File: src/hw/rtl/edit_distance_engine_defines.svh
// Assertion helpers for the edit distance engine.
// Both expect clk and rst_n in the scope where they are used.
`ifndef EDIT_DISTANCE_ENGINE_DEFINES_SVH
`define EDIT_DISTANCE_ENGINE_DEFINES_SVH

// Same-cycle implication.
`define EDE_ASSERT_NOW(label, ante, cons, msg) \
    label: assert property (@(posedge clk) disable iff (!rst_n) (ante) |-> (cons)) \
        else $error(msg);

// Next-cycle implication.
`define EDE_ASSERT_NEXT(label, ante, cons, msg) \
    label: assert property (@(posedge clk) disable iff (!rst_n) (ante) |=> (cons)) \
        else $error(msg);

`endif

File: src/hw/rtl/ede_pkg.sv
package ede_pkg;

    localparam int SYM_W  = 8;
    localparam int COST_W = 11;
    localparam int OP_W   = 2;

    localparam logic [COST_W-1:0] COST_MAX = '1;

    localparam int MAX_REF_LEN_DEF   = 64;
    localparam int MAX_QUERY_LEN_DEF = 1024;

    typedef enum logic [OP_W-1:0] {
        OP_LOAD   = 2'd0,
        OP_QUERY  = 2'd1,
        OP_FINISH = 2'd2
    } ede_op_t;

    // Data handed from one cell to the next as the wavefront moves right.
    typedef struct packed {
        logic              vld;
        logic [SYM_W-1:0]  sym;
        logic [COST_W-1:0] cost;   // new cost of this column for the current query
        logic [COST_W-1:0] diag;   // cost of this column for the previous query
    } ede_link_t;

    function automatic logic [COST_W-1:0] sat_inc(input logic [COST_W-1:0] v);
        return (v == COST_MAX) ? v : v + 1'b1;
    endfunction

    function automatic logic [COST_W-1:0] min2(input logic [COST_W-1:0] a,
                                               input logic [COST_W-1:0] b);
        return (a < b) ? a : b;
    endfunction

endpackage

File: src/hw/rtl/ede_cell.sv
module ede_cell #(
    parameter int IDX = 1
) (
    input  logic                       clk,
    input  logic                       rst_n,
    input  logic                       clear,
    input  logic                       load,
    input  logic [ede_pkg::SYM_W-1:0]  load_sym,
    input  ede_pkg::ede_link_t         prev,
    output ede_pkg::ede_link_t         next
);

    localparam logic [ede_pkg::COST_W-1:0] COST_RST = ede_pkg::COST_W'(IDX);

    logic [ede_pkg::SYM_W-1:0]  ref_reg;
    logic                       active_reg, active_next;
    logic [ede_pkg::COST_W-1:0] cost_reg, cost_next;
    logic                       vld_reg, vld_next;
    logic [ede_pkg::SYM_W-1:0]  sym_reg;
    logic [ede_pkg::COST_W-1:0] diag_reg;

    logic [ede_pkg::COST_W-1:0] up_inc;
    logic [ede_pkg::COST_W-1:0] left_inc;
    logic [ede_pkg::COST_W-1:0] sub_cost;
    logic [ede_pkg::COST_W-1:0] best;

    always_comb
    begin
        up_inc   = ede_pkg::sat_inc(cost_reg);
        left_inc = ede_pkg::sat_inc(prev.cost);
        sub_cost = (ref_reg != prev.sym) ? ede_pkg::sat_inc(prev.diag) : prev.diag;
        best     = ede_pkg::min2(ede_pkg::min2(up_inc, left_inc), sub_cost);

        active_next = active_reg;
        cost_next   = cost_reg;
        vld_next    = 1'b0;
        if (clear)
        begin
            active_next = 1'b0;
            cost_next   = COST_RST;
        end
        else
        begin
            if (load)
            begin
                active_next = 1'b1;
            end
            if (prev.vld)
            begin
                vld_next = 1'b1;
                // columns past the reference carry the last real column along
                cost_next = active_reg ? best : prev.cost;
            end
        end
    end

    always_ff @(posedge clk or negedge rst_n)
    begin
        if (!rst_n)
        begin
            active_reg <= 1'b0;
            cost_reg   <= COST_RST;
            vld_reg    <= 1'b0;
        end
        else
        begin
            active_reg <= active_next;
            cost_reg   <= cost_next;
            vld_reg    <= vld_next;
        end
    end

    always_ff @(posedge clk)
    begin
        if (load)
        begin
            ref_reg <= load_sym;
        end
        if (prev.vld)
        begin
            sym_reg  <= prev.sym;
            diag_reg <= cost_reg;
        end
    end

    assign next.vld  = vld_reg;
    assign next.sym  = sym_reg;
    assign next.cost = cost_reg;
    assign next.diag = diag_reg;

endmodule

File: config.mk
export PLATFORM = sky130hd
export DESIGN_NAME = ede_cell
export DESIGN_NICKNAME = d
export VERILOG_FILES = /design/src/hw/rtl/edit_distance_engine_defines.svh /design/src/hw/rtl/ede_pkg.sv /design/src/hw/rtl/ede_cell.sv
export SDC_FILE = /design/constraint.sdc
export NUM_CORES = 1
export LEC_CHECK = 0
export ABC_AREA = 1
export BUFFER_PORTS_ARGS = -buffer_cell sky130_fd_sc_hd__buf_2
export CAP_MARGIN = 15
export CORE_ASPECT_RATIO = 0.8
export CORE_MARGIN = 3
export CORE_UTILIZATION = 50
export CTS_CLUSTER_DIAMETER = 80
export DETAILED_ROUTE_END_ITERATION = 6
export GPL_ROUTABILITY_DRIVEN = 0
export PLACE_DENSITY = 0.76
export SLEW_MARGIN = 20
export SYNTH_ARGS = -nofsm -noshare
export SYNTH_HDL_FRONTEND = slang
export SYNTH_SLANG_ARGS = --single-unit
File: constraint.sdc
create_clock -name clk -period 8.7 [get_ports clk]
set_input_delay 0.435 -clock clk [delete_from_list [all_inputs] [get_ports clk]]
set_output_delay 0.435 -clock clk [all_outputs]
set_load 0.01 [all_outputs]
# Yosys cells after proc, flatten, opt, wreduce, memory -nomap -nowiden

Index checks and enable logic that the tools add are counted.

Input bits: 43
Word-level logic and storage cells: 30
Memory bits (writable): 0
Latch bits: 0
Output and inout bits: 31
Memories kept: 0
Memory bits (read-only): 0
Flip-flop bits (word level): 40

Reduce and logical (&&, ||, !) cells: 2
Magnitude comparators: 2
Divide/modulo/power cells: 0
Bitwise gates (word level): 0
Equality and inequality tests: 4
Shifts and indexed selects: 0
Multiply operators: 0
Mux-type cells: 13
Add/subtract/negate cells: 3

Operator list:

| operator                                      | count |
|---|---|
| 2-to-1 mux 11 bit                             | 9 |
| adder 11 x 1 -> 11 bit, second input constant | 3 |
| equality test 11 bit, second input constant   | 3 |
| less-than comparator 11 bit                   | 2 |
| != test 8 bit                                 | 1 |
| 2-to-1 mux 1 bit                              | 4 |
| nonzero test 2 bit                            | 2 |

# Longest topological paths before layout

Gate-level depths: netlist of the first run.

Word-level depth: 9
Gate-level depth with buffers: 32
Depth with buffers taken out: 30

# Worst setup path before layout of the first run

Ideal clock, no wire load.

Path kind: flip-flop to flip-flop
Start point: register cost_reg[0] (netlist bit)
End point: register cost_reg[7] (netlist bit)
Data required time: 8.584 ns
Period minus slack after synthesis: 4.211 ns
Library setup time: 0.116 ns
Arrival: 4.095 ns
Slack: 4.489 ns
Stages on the path, launching flop included: 29
Path through: dfstp_2 > inv_1 > nor3_1 > inv_1 > nor4_1 > nand3_1 > xor2_1 > nand2_1 > ha_1 > nand2_1 > inv_1 > nand3_1 > inv_1 > a21oi_1 > nand2_4 > inv_1 > buf_2 > o21ai_0 > ha_1 > a21oi_1 > nor2_1 > a211oi_1 > o221a_2 > nand2_4 > buf_6 > o21ai_0 > nand2_1 > nand2_1 > nand2_1

Longest elaborated chain between the ends: 9
Elaborated cells on any way between the ends: 10

RTL lines:

| what                                                           | RTL line       | RTL |
|---|---|---|
| start: declaration                                             | ede_cell.sv:17 | `logic [ede_pkg::COST_W-1:0] cost_reg, cost_next;` |
| start signal: assignment                                       | ede_cell.sv:68 | `cost_reg <= cost_next;` |
| adder 11 x 1 -> 11 bit or equality test 11 bit (tied branches) | ede_pkg.sv:27  | `return (v == COST_MAX) ? v : v + 1'b1;` |
| 2-to-1 mux 11 bit *                                            | ede_pkg.sv:27  |  |
| less-than comparator 11 bit                                    | ede_pkg.sv:32  | `return (a < b) ? a : b;` |
| 2-to-1 mux 11 bit *                                            | ede_pkg.sv:32  |  |
| less-than comparator 11 bit                                    | ede_pkg.sv:32  |  |
| 2-to-1 mux 11 bit *                                            | ede_pkg.sv:32  |  |
| 2-to-1 mux 11 bit *                                            | ede_cell.sv:52 | `cost_next = active_reg ? best : prev.cost;` |
| 2-to-1 mux 11 bit *                                            | ede_cell.sv:48 | `if (prev.vld)` |
| 2-to-1 mux 11 bit *                                            | ede_cell.sv:37 | `if (clear)` |

Every way passes the cells marked *; elsewhere a longest branch is shown, timed or not. The select of a mux whose other input is x is not followed.
A chain may end at the register's enable or synchronous reset.

# Worst setup path in the final report of the first run

Start point: register cost_reg[0] (netlist bit)
End point: register cost_reg[4] (netlist bit)

Same word-level chain as after synthesis.

==> results of run 1 <==
==> cells in the final DEF (no fill, tap or decap), types with 6 or more instances in the layout <==
master and n:
nand2_1 118, buf_2 73, inv_1 67, nor2_1 30, edfxtp_1 27, nand3_1 25
o21ai_0 23, ha_1 23, a21oi_1 21, xor2_1 14, dfrtp_1 12, nand4_1 9
nor3_1 8, clkbuf_8 6
==> area by class of cell <==
cell class	instances	area [um^2]
fillers	527	2083
multi-input cells	299	1647
flip-flops and latches	40	1137
repair buffers	73	365.4
inverters	68	255.2
well taps	78	97.59
clock buffers	8	90.09
==> worst register-to-register path: cells and delay by family (launching register included) <==
family | cells | cell delay [ns]
simple gates | 12 | 1.46
compound gates | 6 | 1.20
buf+inv | 6 | 0.66
fa+ha+maj | 2 | 0.65
flops | 1 | 0.59
xor+xnor | 1 | 0.17
==> how the worst min path moves through the flow <==
| stage | depth (start not counted) | slack (ns) | endpoint |
|---|---|---|---|
| floorplan | 0 | 0.14 | active_reg |
| global placement | 1 | 0.32 | vld_reg |
| detailed placement | 1 | 0.33 | vld_reg |
| CTS | 1 | 0.02 | cost_reg[9] |
| global route | 1 | 0.03 | cost_reg[10] |
| finish | 1 | 0.01 | cost_reg[2] |
==> power by group <==
part	leakage (uW)	switching (uW)	internal, uW	total (uW)
Clock	0.0000455	58.8	64.6	123
Sequential	0.000437	11.2	221	232
Combinational	0.00139	102	59.4	161
==> logic make-up after synthesis <==
| family | count (synthesis) | synth area share |
|---|---|---|
| simple gates | 208 | 0.3028 |
| buf+inv | 72 | 0.09331 |
| compound gates | 50 | 0.08721 |
| flops | 40 | 0.3704 |
| fa+ha+maj | 23 | 0.09373 |
| xor+xnor | 16 | 0.04564 |
| mux | 2 | 0.006927 |
==> per-layer routing <==
metal,share of wire,vias to the layer above,global-route usage
met1,0.46,1325,0.3118
li1,-,1496,-
met3,0.085,11,0.04146
met5,0,-,0
met2,0.44,115,0.3205
met4,0.0095,0,0.04473
==> stage by stage <==
step	util	hold slack [ns]
after floorplan	-	0.1394
after global placement	0.6171	0.3244
after detailed placement	0.6171	0.3265
after CTS	0.6329	0.01507
after global routing	0.6329	0.03216
final	0.6329	0.01441
==> results by group, run 1 <==
Clocking
  – Clock transition at path regs: 0.07 ns
  – H-tree Lvls: 2
  – Num CTS Buffers: 5
  – Worst-Skew Late Latency: 0.29 ns
  – Post-CTS setup buffers: 0
  – Cts hold-fix bufs: 0
  – CTS tree: built
  – CTS max path bufs: 2
  – TritonCTS Sinks: 40
  – # resized after CTS: 0
  – CTS Root Cell: clkbuf_8

STA
  – Final setup fails: 0
  – Worst slew margin: 0.6778
  – Sum Neg Setup Slack: 0 ns
  – RSZ-0062 raised after global routing: no
  – Worst setup margin: 3.883 ns
  – Clock Skew: 0.005056 ns
  – Final hold viol count: 0
  – Slew Viols, Final: 0
  – Measured slew at the worst slew-check pin: 0.4789 ns
  – Final Critical Period: 4.817 ns
  – Final period util: 0.5537
  – Fmax: 207.6 MHz

Final layout
  – Final Cell Area: 3592 um^2
  – Layout area overhead: 16.99%
  – Fin nets: 553
  – Diodes inserted: 0
  – Layout Cells excl Fill: 566
  – Layout cell share with drive strength beyond 1: 0.1988

Die
  – Die area: 7123 um^2
  – Die Y: 76.09 um
  – Area of the core region: 5675 um^2
  – Die Wd: 93.62 um
  – Starting density of the core: 0.5410
  – Row count: 24
  – I/O pin cnt: 74

Place
  – Pre-CTS WS: 3.964 ns
  – Port bufs: 73
  – Post-DP HPWL: 6256 um
  – Post-DP Area: 3502 um^2
  – DP Cell Count: 558

Setup path
  – Crit. End Element: flop
  – Req. time, crit path: 8.90 ns
  – R2R cell count: 27
  – CP bufs+invs: 6
  – Most frequent CP cell: inv_1
  – Slowest cell on crit path: dfstp_2
  – Kind of critical path: reg2reg
  – CP top delay family: simple AND/OR/NAND/NOR gates
  – Worst Path Max Fanout: 14
  – R2r startpoint: cost_reg[0]
  – R2R Setup Slk: 3.88 ns
  – End of the critical path: cost_reg[4]
  – Max incr delay on CP: 0.59 ns
  – Worst EP arrival: 5.01 ns
  – Critical Path Start Type: flop
  – End of the worst register-to-register path: cost_reg[4]
  – Worst setup startpoint: cost_reg[0]
  – Number of cells on the critical path: 27

GRT
  – Largest net degree at the start of global routing: 22
  – Gr usage total: 0.2111
  – Initial antenna violation count: 0
  – First-pass GRT wire length: 12,190 um
  – Via count of the first global-routing pass: 2,650
  – Congestion Overflow GR: 0

Yosys
  – Avg Inst Size Synth: 7.471 um^2
  – Post-synthesis cell area: 3070 um^2
  – Top-area cell type share of the netlist area: 0.2641
  – Synth top cells by count: 118 x nand2_1, 67 x inv_1, 30 x nor2_1
  – Yosys cell types: 35
  – Post-synth top area cell: edfxtp_1
  – Cells after Synth: 411
  – Post-synth ARST share: 0.3250
  – Ys Warns: 0
  – Synth Net Count: 477
  – Post-synth top flop: edfxtp_1
  – Top cells by area, synth: edfxtp_1 26%, nand2_1 14%, dfrtp_1 9.8%
  – Part of the Yosys area used for sequential elements: 0.3704
  – Number of synthesized flops with an enable pin: 27
  – #FFs+latches synth: 40
  – Most frequent cell after synthesis: nand2_1

Detailed routing
  – Number of antenna-violating nets in the routed design: 0
  – Via Count: 2,947
  – DR WL/cell: 13.16 um
  – Via density: 5.207
  – DR iter-0 viols: 222
  – DRC errors left: 0
  – Detailed Route WL: 7448 um
  – First-pass DRT Iterations: 5

Power
  – Total power: 516.5 uW
  – Max IR drop VDD: 0.1145 mV
  – PD cells: 143.8 nW/um^2
  – Leakage power: 0.001872 uW

Min path
  – Hold WC Path Type: in2async

Flow run
  – Max_cap viols: 0

Outcome
  – Status: finished, final reports clean
Power figures use the tool's default switching activity.
==> run 2, diff against run 1 <==
ABC_AREA = 0   (was 1)
clock period = 4.6 ns   (was 8.7 ns; I/O delays follow)
==> run 2 against run 1 <==
  * The flow now finishes with violations (setup timing)
  * Hold slack better by 0.084 ns
  * Wire length grew 42%
  * Sequential share of layout area down 7.1 points
  * Die area grew 4.3%
  * Sequential cell count is the same
  * Largest cell class unchanged
  * Global-route usage increased by 7.1 points
==> results by group, run 2 <==
Outcome
  – Status: complete, but fails checks (was finished, final reports clean)
  – Failing checks: setup timing

Detailed routing
  – Number of antenna-violating nets in the routed design: 0 (unchanged)
  – First-pass DRT Iterations: 6 (was 5)
  – DRC errors left: 0 (unchanged)
  – Via density: 6.111 (was 5.207)
  – Via Count: 3,520 (was 2,947)
  – DR WL/cell: 18.33 um (was 13.16 um)
  – Detailed Route WL: 10,560 um (was 7448 um)
  – DR iter-0 viols: 316 (was 222)

Setup path
  – Crit. End Element: flop (unchanged)
  – Critical Path Start Type: flop (unchanged)
  – Kind of critical path: reg2reg (unchanged)
  – Worst Path Max Fanout: 6 (was 14)
  – End of the worst register-to-register path: cost_reg[8] (was cost_reg[4])
  – CP top delay family: buffers and inverters (was simple AND/OR/NAND/NOR gates)
  – R2R cell count: 26 (was 27)
  – R2R Setup Slk: -0.58 ns (was 3.88 ns)
  – Worst setup startpoint: cost_reg[0] (unchanged)
  – Worst EP arrival: 5.38 ns (was 5.01 ns)
  – Req. time, crit path: 4.79 ns (was 8.90 ns)
  – Most frequent CP cell: buf_4 (was inv_1)
  – CP bufs+invs: 14 (was 6)
  – Number of cells on the critical path: 26 (was 27)
  – R2r startpoint: cost_reg[0] (unchanged)
  – Slowest cell on crit path: dfstp_2 (unchanged)
  – Max incr delay on CP: 0.59 ns (about the same)

Min path
  – Hold EP: ref_reg[2]
  – Hold WC Path Type: in2reg (was in2async)
  – HP Start: load_sym[2]
  – Hold path depth: 1

Die
  – Area of the core region: 6068 um^2 (was 5675 um^2)
  – I/O pin cnt: 74 (unchanged)
  – Die Wd: 95.63 um (was 93.62 um)
  – Die Y: 77.70 um (was 76.09 um)
  – Die area: 7430 um^2 (was 7123 um^2)
  – Row count: 25 (was 24)
  – Starting density of the core: 0.5295 (was 0.5410)

Place
  – Post-DP HPWL: 7886 um (was 6256 um)
  – Post-DP Area: 4209 um^2 (was 3502 um^2)
  – Port bufs: 73 (unchanged)

Final layout
  – Fin util: 0.7623 (was 0.6329)
  – Layout cell share with drive strength beyond 1: 0.4485 (was 0.1988)
  – Commonest non-fill, non-tap cell in the layout: buf_4 (was nand2_1)
  – Fin nets: 560 (was 553)
  – Most frequent cells in the layout: 82 x buf_4, 73 x buf_2, 27 x nand2_1, 27 x nor2_1, 27 x edfxtp_1 (was 118 x nand2_1, 73 x buf_2, 67 x inv_1, 30 x nor2_1, 27 x edfxtp_1)
  – Layout area overhead: 43.96% (was 16.99%)
  – Final Cell Area: 4626 um^2 (was 3592 um^2)
  – Diodes inserted: 0 (unchanged)
  – Fillers: 416 (was 527)

Clocking
  – Worst-Skew Late Latency: 0.30 ns (was 0.29 ns)
  – Clock transition at path regs: 0.08 ns (was 0.07 ns)
  – TritonCTS Sinks: 40 (unchanged)
  – H-tree Lvls: 2 (unchanged)
  – CTS tree: built (unchanged)
  – CTS Root Cell: clkbuf_8 (unchanged)
  – CTS max path bufs: 2 (unchanged)
  – Num CTS Buffers: 5 (unchanged)

STA
  – Final Critical Period: 5.185 ns (was 4.817 ns)
  – Worst slew margin: 0.4905 (was 0.6778)
  – Clock Skew: 0.01010 ns (was 0.005056 ns)
  – Measured slew at the worst slew-check pin: 0.7643 ns (was 0.4789 ns)
  – Final period util: 1.127 (was 0.5537)
  – Final setup fails: 11 (was 0)
  – Fmax: 192.9 MHz (was 207.6 MHz)
  – Final hold viol count: 0 (unchanged)
  – Worst setup margin: -0.5850 ns (was 3.883 ns)
  – RSZ-0062 raised after global routing: yes (was no)
  – Slew Viols, Final: 0 (unchanged)
  – Sum Neg Setup Slack: -5.476 ns (was 0 ns)

Yosys
  – Post-synth top area cell: edfxtp_1 (unchanged)
  – Synth Net Count: 402 (was 477)
  – Post-synthesis cell area: 3213 um^2 (was 3070 um^2)
  – Part of the Yosys area used for sequential elements: 0.3540 (was 0.3704)
  – Top-area cell type share of the netlist area: 0.2523 (was 0.2641)
  – Number of synthesized flops with an enable pin: 27 (unchanged)
  – Post-synth ARST share: 0.3250 (unchanged)
  – Yosys cell types: 64 (was 35)
  – Avg Inst Size Synth: 9.563 um^2 (was 7.471 um^2)
  – #FFs+latches synth: 40 (unchanged)
  – Synth top cells by count: 29 x nand2_1, 28 x nor2_1, 27 x edfxtp_1 (was 118 x nand2_1, 67 x inv_1, 30 x nor2_1)
  – Ys Warns: 0 (unchanged)
  – Cells after Synth: 336 (was 411)
  – Most frequent cell after synthesis: nand2_1 (unchanged)
  – Post-synth top flop: edfxtp_1 (unchanged)
  – Top cells by area, synth: edfxtp_1 25%, dfrtp_1 9.3%, ha_1 9.0% (was edfxtp_1 26%, nand2_1 14%, dfrtp_1 9.8%)

GRT
  – Via count of the first global-routing pass: 3,265 (was 2,650)
  – First-pass GRT wire length: 16,170 um (was 12,190 um)
  – Congestion Overflow GR: 0 (unchanged)
  – Initial antenna violation count: 0 (unchanged)
  – Gr usage total: 0.2823 (was 0.2111)
  – Largest net degree at the start of global routing: 41 (was 22)

Power
  – Max IR drop VDD: 0.1252 mV (was 0.1145 mV)
  – Total power: 1261 uW (was 516.5 uW)
  – Leakage power: 0.002133 uW (was 0.001872 uW)
  – PD cells: 272.7 nW/um^2 (was 143.8 nW/um^2)

Flow run
  – Max_cap viols: 0 (unchanged)
## run 2: cell count changes after synthesis, sizes merged, moves of 8 or more
cell and change:
mux2i +9, a21o +8, a211o +8, inv -55, nand2 -92, nand3 -15
## run 2: worst max-delay path by stage
stage                   to  slack, ns
3_5_place_dp   cost_reg[8]      -0.46
2_1_floorplan  cost_reg[8]      -0.38
5_1_grt        cost_reg[8]      -0.74
3_3_place_gp   cost_reg[8]      -0.31
4_1_cts        cost_reg[8]      -0.38
6_report       cost_reg[8]      -0.58
## run 2: worst register-to-register path, cell delays in order (launching register included)
cell,delay (ns)
dfstp_2,0.59
ha_4,0.16
nand2_4,0.07
o41ai_4,0.39
buf_4,0.20
buf_4,0.11
xnor2_1,0.11
ha_1,0.32
nand4_1,0.19
buf_6,0.19
buf_4,0.12
buf_4,0.12
buf_4,0.13
buf_4,0.13
buf_4,0.13
buf_4,0.13
buf_4,0.13
buf_4,0.12
buf_4,0.12
buf_4,0.12
buf_4,0.12
a211oi_2,0.23
a211oi_2,0.08
o2bb2ai_2,0.22
a21oi_2,0.18
or4_1,0.53
and3_1,0.15
## run 2: layout make-up
| class | count | area (um^2) | area share |
|---|---|---|---|
| multi-input cells | 275 | 2186 | 0.4725 |
| clock buffers | 5 | 68.82 | 0.01488 |
| clock inverters | 3 | 42.54 | 0.009197 |
| inverters | 12 | 45.04 | 0.009738 |
| well taps | 81 | 101.3 | 0.02191 |
| repair buffers | 160 | 1045 | 0.2259 |
| flip-flops and latches | 40 | 1137 | 0.2459 |
## run 2: power by group
part / switching (uW) / internal [uW]
combinational: 278 / 255
sequential: 22.3 / 421
clock: 124 / 161
total: 425 / 837
## run 2: timing repair
action | in CTS | in global routing
endpoints found under the setup margin | 11 | 11
pin swaps | 7 | 7
hold buffers | 1 | 0
cloned | 0 | 0
resized for setup | 16 | 11
hold endpoints to repair | 12 | 0
buffers inserted | 17 | 8
## run 2: stage by stage
| stage | hold slack [ns] | std cells | setup WS (ns) |
|---|---|---|---|
| after floorplan | -0.06559 | 336 | -0.3813 |
| after global placement | 0.1307 | 543 | -0.3083 |
| after detailed placement | 0.1244 | 543 | -0.4646 |
| after CTS | 0.09267 | 569 | -0.3754 |
| after global routing | 0.08418 | 576 | -0.7438 |
| final | 0.09854 | 576 | -0.5850 |
## run 2: cells by family (layout without fill, tap and decap cells)
logic type	after synthesis	count (layout)	synth area share
AND/OR/NAND/NOR	136	136	0.2336
AO/OA/AOI/OAI	83	83	0.1967
flip-flops	40	40	0.3540
adder cells (fa/ha/maj)	23	23	0.08957
XOR/XNOR	22	22	0.06231
buffers and inverters	21	180	0.02920
multiplexers	11	11	0.03466
## run 2: routing by layer
| metal | wire, um | GRT usage | part of all wire |
|---|---|---|---|
| met1 | 4265 | 0.3964 | 0.40 |
| met2 | 4781 | 0.4400 | 0.45 |
| met3 | 1174 | 0.04264 | 0.11 |
| met4 | 336 | 0.09943 | 0.032 |
| met5 | 0 | 0 | 0 |
==> run 3, diff against run 2 <==
PLACE_DENSITY = 0.79   (was 0.76)
clock period = 4.2 ns   (was 4.6 ns; I/O delays follow)
==> run 3 against run 2 <==
  * The flow still finishes with violations (setup timing)
  * Non-clock buffer count up 23
  * Count of clock-buffer cells in the layout up 1
  * Largest cell class unchanged
  * Register-to-register slack worse by 0.76 ns
  * Largest power group unchanged
  * Combinational power up 24%
  * Sequential share of layout area down 1.3 points
==> results by group, run 3 (same netlist as run 2, synthesis figures left out) <==
Die
  – I/O pin cnt: 74 (unchanged)
  – Die area: 7430 um^2 (unchanged)
  – Die Wd: 95.63 um (unchanged)
  – Area of the core region: 6068 um^2 (unchanged)
  – Die Y: 77.70 um (unchanged)
  – Row count: 25 (unchanged)
  – Starting density of the core: 0.5295 (unchanged)

Min path
  – HP Start: load_sym[7] (was load_sym[2])
  – Hold WC Path Type: in2reg (unchanged)
  – Hold path depth: 1 (unchanged)
  – Hold EP: ref_reg[7] (was ref_reg[2])

Detailed routing
  – Number of antenna-violating nets in the routed design: 0 (unchanged)
  – Detailed Route WL: 13,830 um (was 10,560 um)
  – Via Count: 4,030 (was 3,520)
  – DRC errors left: 0 (unchanged)
  – Via density: 6.728 (was 6.111)
  – DR iter-0 viols: 607 (was 316)
  – First-pass DRT Iterations: 7 (was 6)
  – DR WL/cell: 23.08 um (was 18.33 um)

Power
  – Switching Share: 0.3575 (was 0.3366)
  – Part of the power in registers: 0.328 (was 0.351)
  – Total power: 1488 uW (was 1261 uW)
  – PD cells: 304.2 nW/um^2 (was 272.7 nW/um^2)
  – NetSw: 532.0 uW (was 424.5 uW)
  – Leakage power: 0.002253 uW (was 0.002133 uW)
  – Logic pwr share: 0.446 (was 0.423)
  – Clock share of power: 0.226 (about the same)
  – Pint: 956.0 uW (was 836.8 uW)
  – Max IR drop VDD: 0.1449 mV (was 0.1252 mV)

GRT
  – Initial antenna violation count: 0 (unchanged)
  – Busiest layer in global routing: met2 (unchanged)
  – Met2 usage: 0.5323 (was 0.4400)
  – Via count of the first global-routing pass: 3,664 (was 3,265)
  – Congestion Overflow GR: 0 (unchanged)
  – First-pass GRT wire length: 18,510 um (was 16,170 um)
  – Met1 Resource Use GR: 0.3958 (was 0.3964)
  – GRT met3 Usage: 0.08818 (was 0.04264)
  – Largest net degree at the start of global routing: 41 (unchanged)
  – Gr usage total: 0.3265 (was 0.2823)

STA
  – Final hold viol count: 0 (unchanged)
  – Final setup fails: 11 (unchanged)
  – Slew Viols, Final: 0 (unchanged)
  – Final period util: 1.320 (was 1.127)
  – Worst slew margin: 0.4623 (was 0.4905)
  – Worst setup margin: -1.343 ns (was -0.5850 ns)
  – Measured slew at the worst slew-check pin: 0.8066 ns (was 0.7643 ns)
  – Clock Skew: 0.008297 ns (was 0.01010 ns)
  – Hold WS: 0.08140 ns (was 0.09854 ns)
  – Final Critical Period: 5.543 ns (was 5.185 ns)
  – Fmax: 180.4 MHz (was 192.9 MHz)
  – RSZ-0062 raised after global routing: yes (unchanged)

Setup path
  – Max incr delay on CP: 0.58 ns (was 0.59 ns)
  – Worst Path Max Fanout: 4 (was 6)
  – Crit. End Element: flop (unchanged)
  – Number of cells on the critical path: 19 (was 26)
  – R2R Setup Slk: -1.34 ns (was -0.58 ns)
  – Worst EP arrival: 5.74 ns (was 5.38 ns)
  – Req. time, crit path: 4.40 ns (was 4.79 ns)
  – End of the worst register-to-register path: cost_reg[8] (unchanged)
  – Critical Path Start Type: flop (unchanged)
  – CP bufs+invs: 2 (was 14)
  – Slowest cell on crit path: dfstp_2 (unchanged)
  – CP Cell Sequence: ha_4 -> nand2_4 -> o41ai_4 -> nor3_2 -> xnor2_1 -> inv_1 -> ha_1 -> nand4_1 -> or3_4 -> o211ai_4 -> buf_4 -> mux2i_4 -> ha_1 -> a21o_1 -> a21oi_1 -> nor2b_1 -> or4_4 -> or4_4 -> and3_4
  – Kind of critical path: reg2reg (unchanged)
  – R2R cell count: 19 (was 26)
  – R2r startpoint: cost_reg[0] (unchanged)
  – CP top delay family: simple AND/OR/NAND/NOR gates (was buffers and inverters)

Clocking
  – TritonCTS Sinks: 40 (unchanged)
  – H-tree Lvls: 2 (unchanged)
  – Worst-Skew Late Latency: 0.30 ns (about the same)
  – Num CTS Buffers: 5 (unchanged)
  – CTS Root Cell: clkbuf_8 (unchanged)
  – Clock transition at path regs: 0.08 ns (about the same)
  – CTS tree: built (unchanged)
  – CTS max path bufs: 2 (unchanged)

Final layout
  – Layout cell share with drive strength beyond 1: 0.4923 (was 0.4485)
  – Register area: 1137 um^2 (unchanged)
  – Most frequent cells in the layout: 106 x buf_4, 73 x buf_2, 27 x nand2_1, 27 x edfxtp_1, 24 x nor2_1 (was 82 x buf_4, 73 x buf_2, 27 x nand2_1, 27 x nor2_1, 27 x edfxtp_1)
  – Diodes inserted: 0 (unchanged)
  – Fin nets: 583 (was 560)
  – Commonest non-fill, non-tap cell in the layout: buf_4 (unchanged)
  – Layout area overhead: 52.22% (was 43.96%)
  – Multi-input logic area: 2286 um^2 (was 2186 um^2)
  – Fillers: 326 (was 416)
  – Fin util: 0.8060 (was 0.7623)
  – Layout Cells excl Fill: 599 (was 576)

Outcome
  – Status: complete, but fails checks (unchanged)
  – Failing checks: setup timing (unchanged)

Place
  – Port bufs: 73 (unchanged)
  – Post-DP HPWL: 8105 um (was 7886 um)
  – DP Cell Count: 557 (was 543)

Flow run
  – Max_cap viols: 0 (unchanged)
## run 3: through the flow
stage               cell area, um^2  setup slack, ns  TNS, ns
finish                         4891           -1.343   -13.95
global route                   4891           -1.478   -14.56
CTS                            4708          -0.7831   -7.387
detailed placement             4302          -0.8658   -8.365
global placement               4302          -0.6817   -6.369
floorplan                      3311          -0.7813   -5.773
## run 3: worst max-delay path by stage
| stage | start | end | slack, ns |
|---|---|---|---|
| final | cost_reg[0] | cost_reg[8] | -1.34 |
| after global routing | cost_reg[0] | cost_reg[8] | -1.48 |
| after CTS | cost_reg[0] | cost_reg[8] | -0.78 |
| after detailed placement | cost_reg[0] | cost_reg[8] | -0.87 |
| after global placement | cost_reg[0] | cost_reg[8] | -0.68 |
| after floorplan | cost_reg[0] | cost_reg[8] | -0.78 |
## run 3: what timing repair did
action / 4_1_cts / 5_1_grt
pin swaps: 8 / 15
setup buffers: 24 / 10
endpoints found under the setup margin: 11 / 11
hold buffers: 1 / 0
resized for setup: 22 / 22
hold endpoints to repair: 12 / 0
## run 3: worst reg2reg max path, cell delays in order, from the launching register on
cell and delay, ns:
dfstp_2 0.58, ha_4 0.17, nand2_4 0.08, o41ai_4 0.47, nor3_2 0.10, xnor2_1 0.22, inv_1 0.07, ha_1 0.32
nand4_1 0.25, or3_4 0.51, o211ai_4 0.26, buf_4 0.22, mux2i_4 0.30, ha_1 0.28, a21o_1 0.17, a21oi_1 0.19
nor2b_1 0.12, or4_4 0.52, or4_4 0.44, and3_4 0.16
## run 3: final cells by class
cell class                 count  share of cell area
timing repair buffer         183              0.2464
clock buffer                   6             0.01688
multi-input combinational    275              0.4674
sequential                    40              0.2325
inverter                      12            0.009210
tap                           81             0.02072
clock inverter                 2            0.006907
## run 3: layer usage
layer | share of wire | routed length [um]
met1 | 0.36 | 4915
met2 | 0.44 | 6052
met3 | 0.13 | 1795
met4 | 0.077 | 1063
met5 | 0 | 0
## run 3: power groups by stage
stage | Sequential (uW) | Combinational [uW] | Clock (uW)
5_1_grt | 492 | 691 | 351
3_5_place_dp | 493 | 499 | 0
2_1_floorplan | 511 | 247 | 0
4_1_cts | 485 | 560 | 324
3_3_place_gp | 491 | 481 | 0
6_report | 489 | 663 | 336
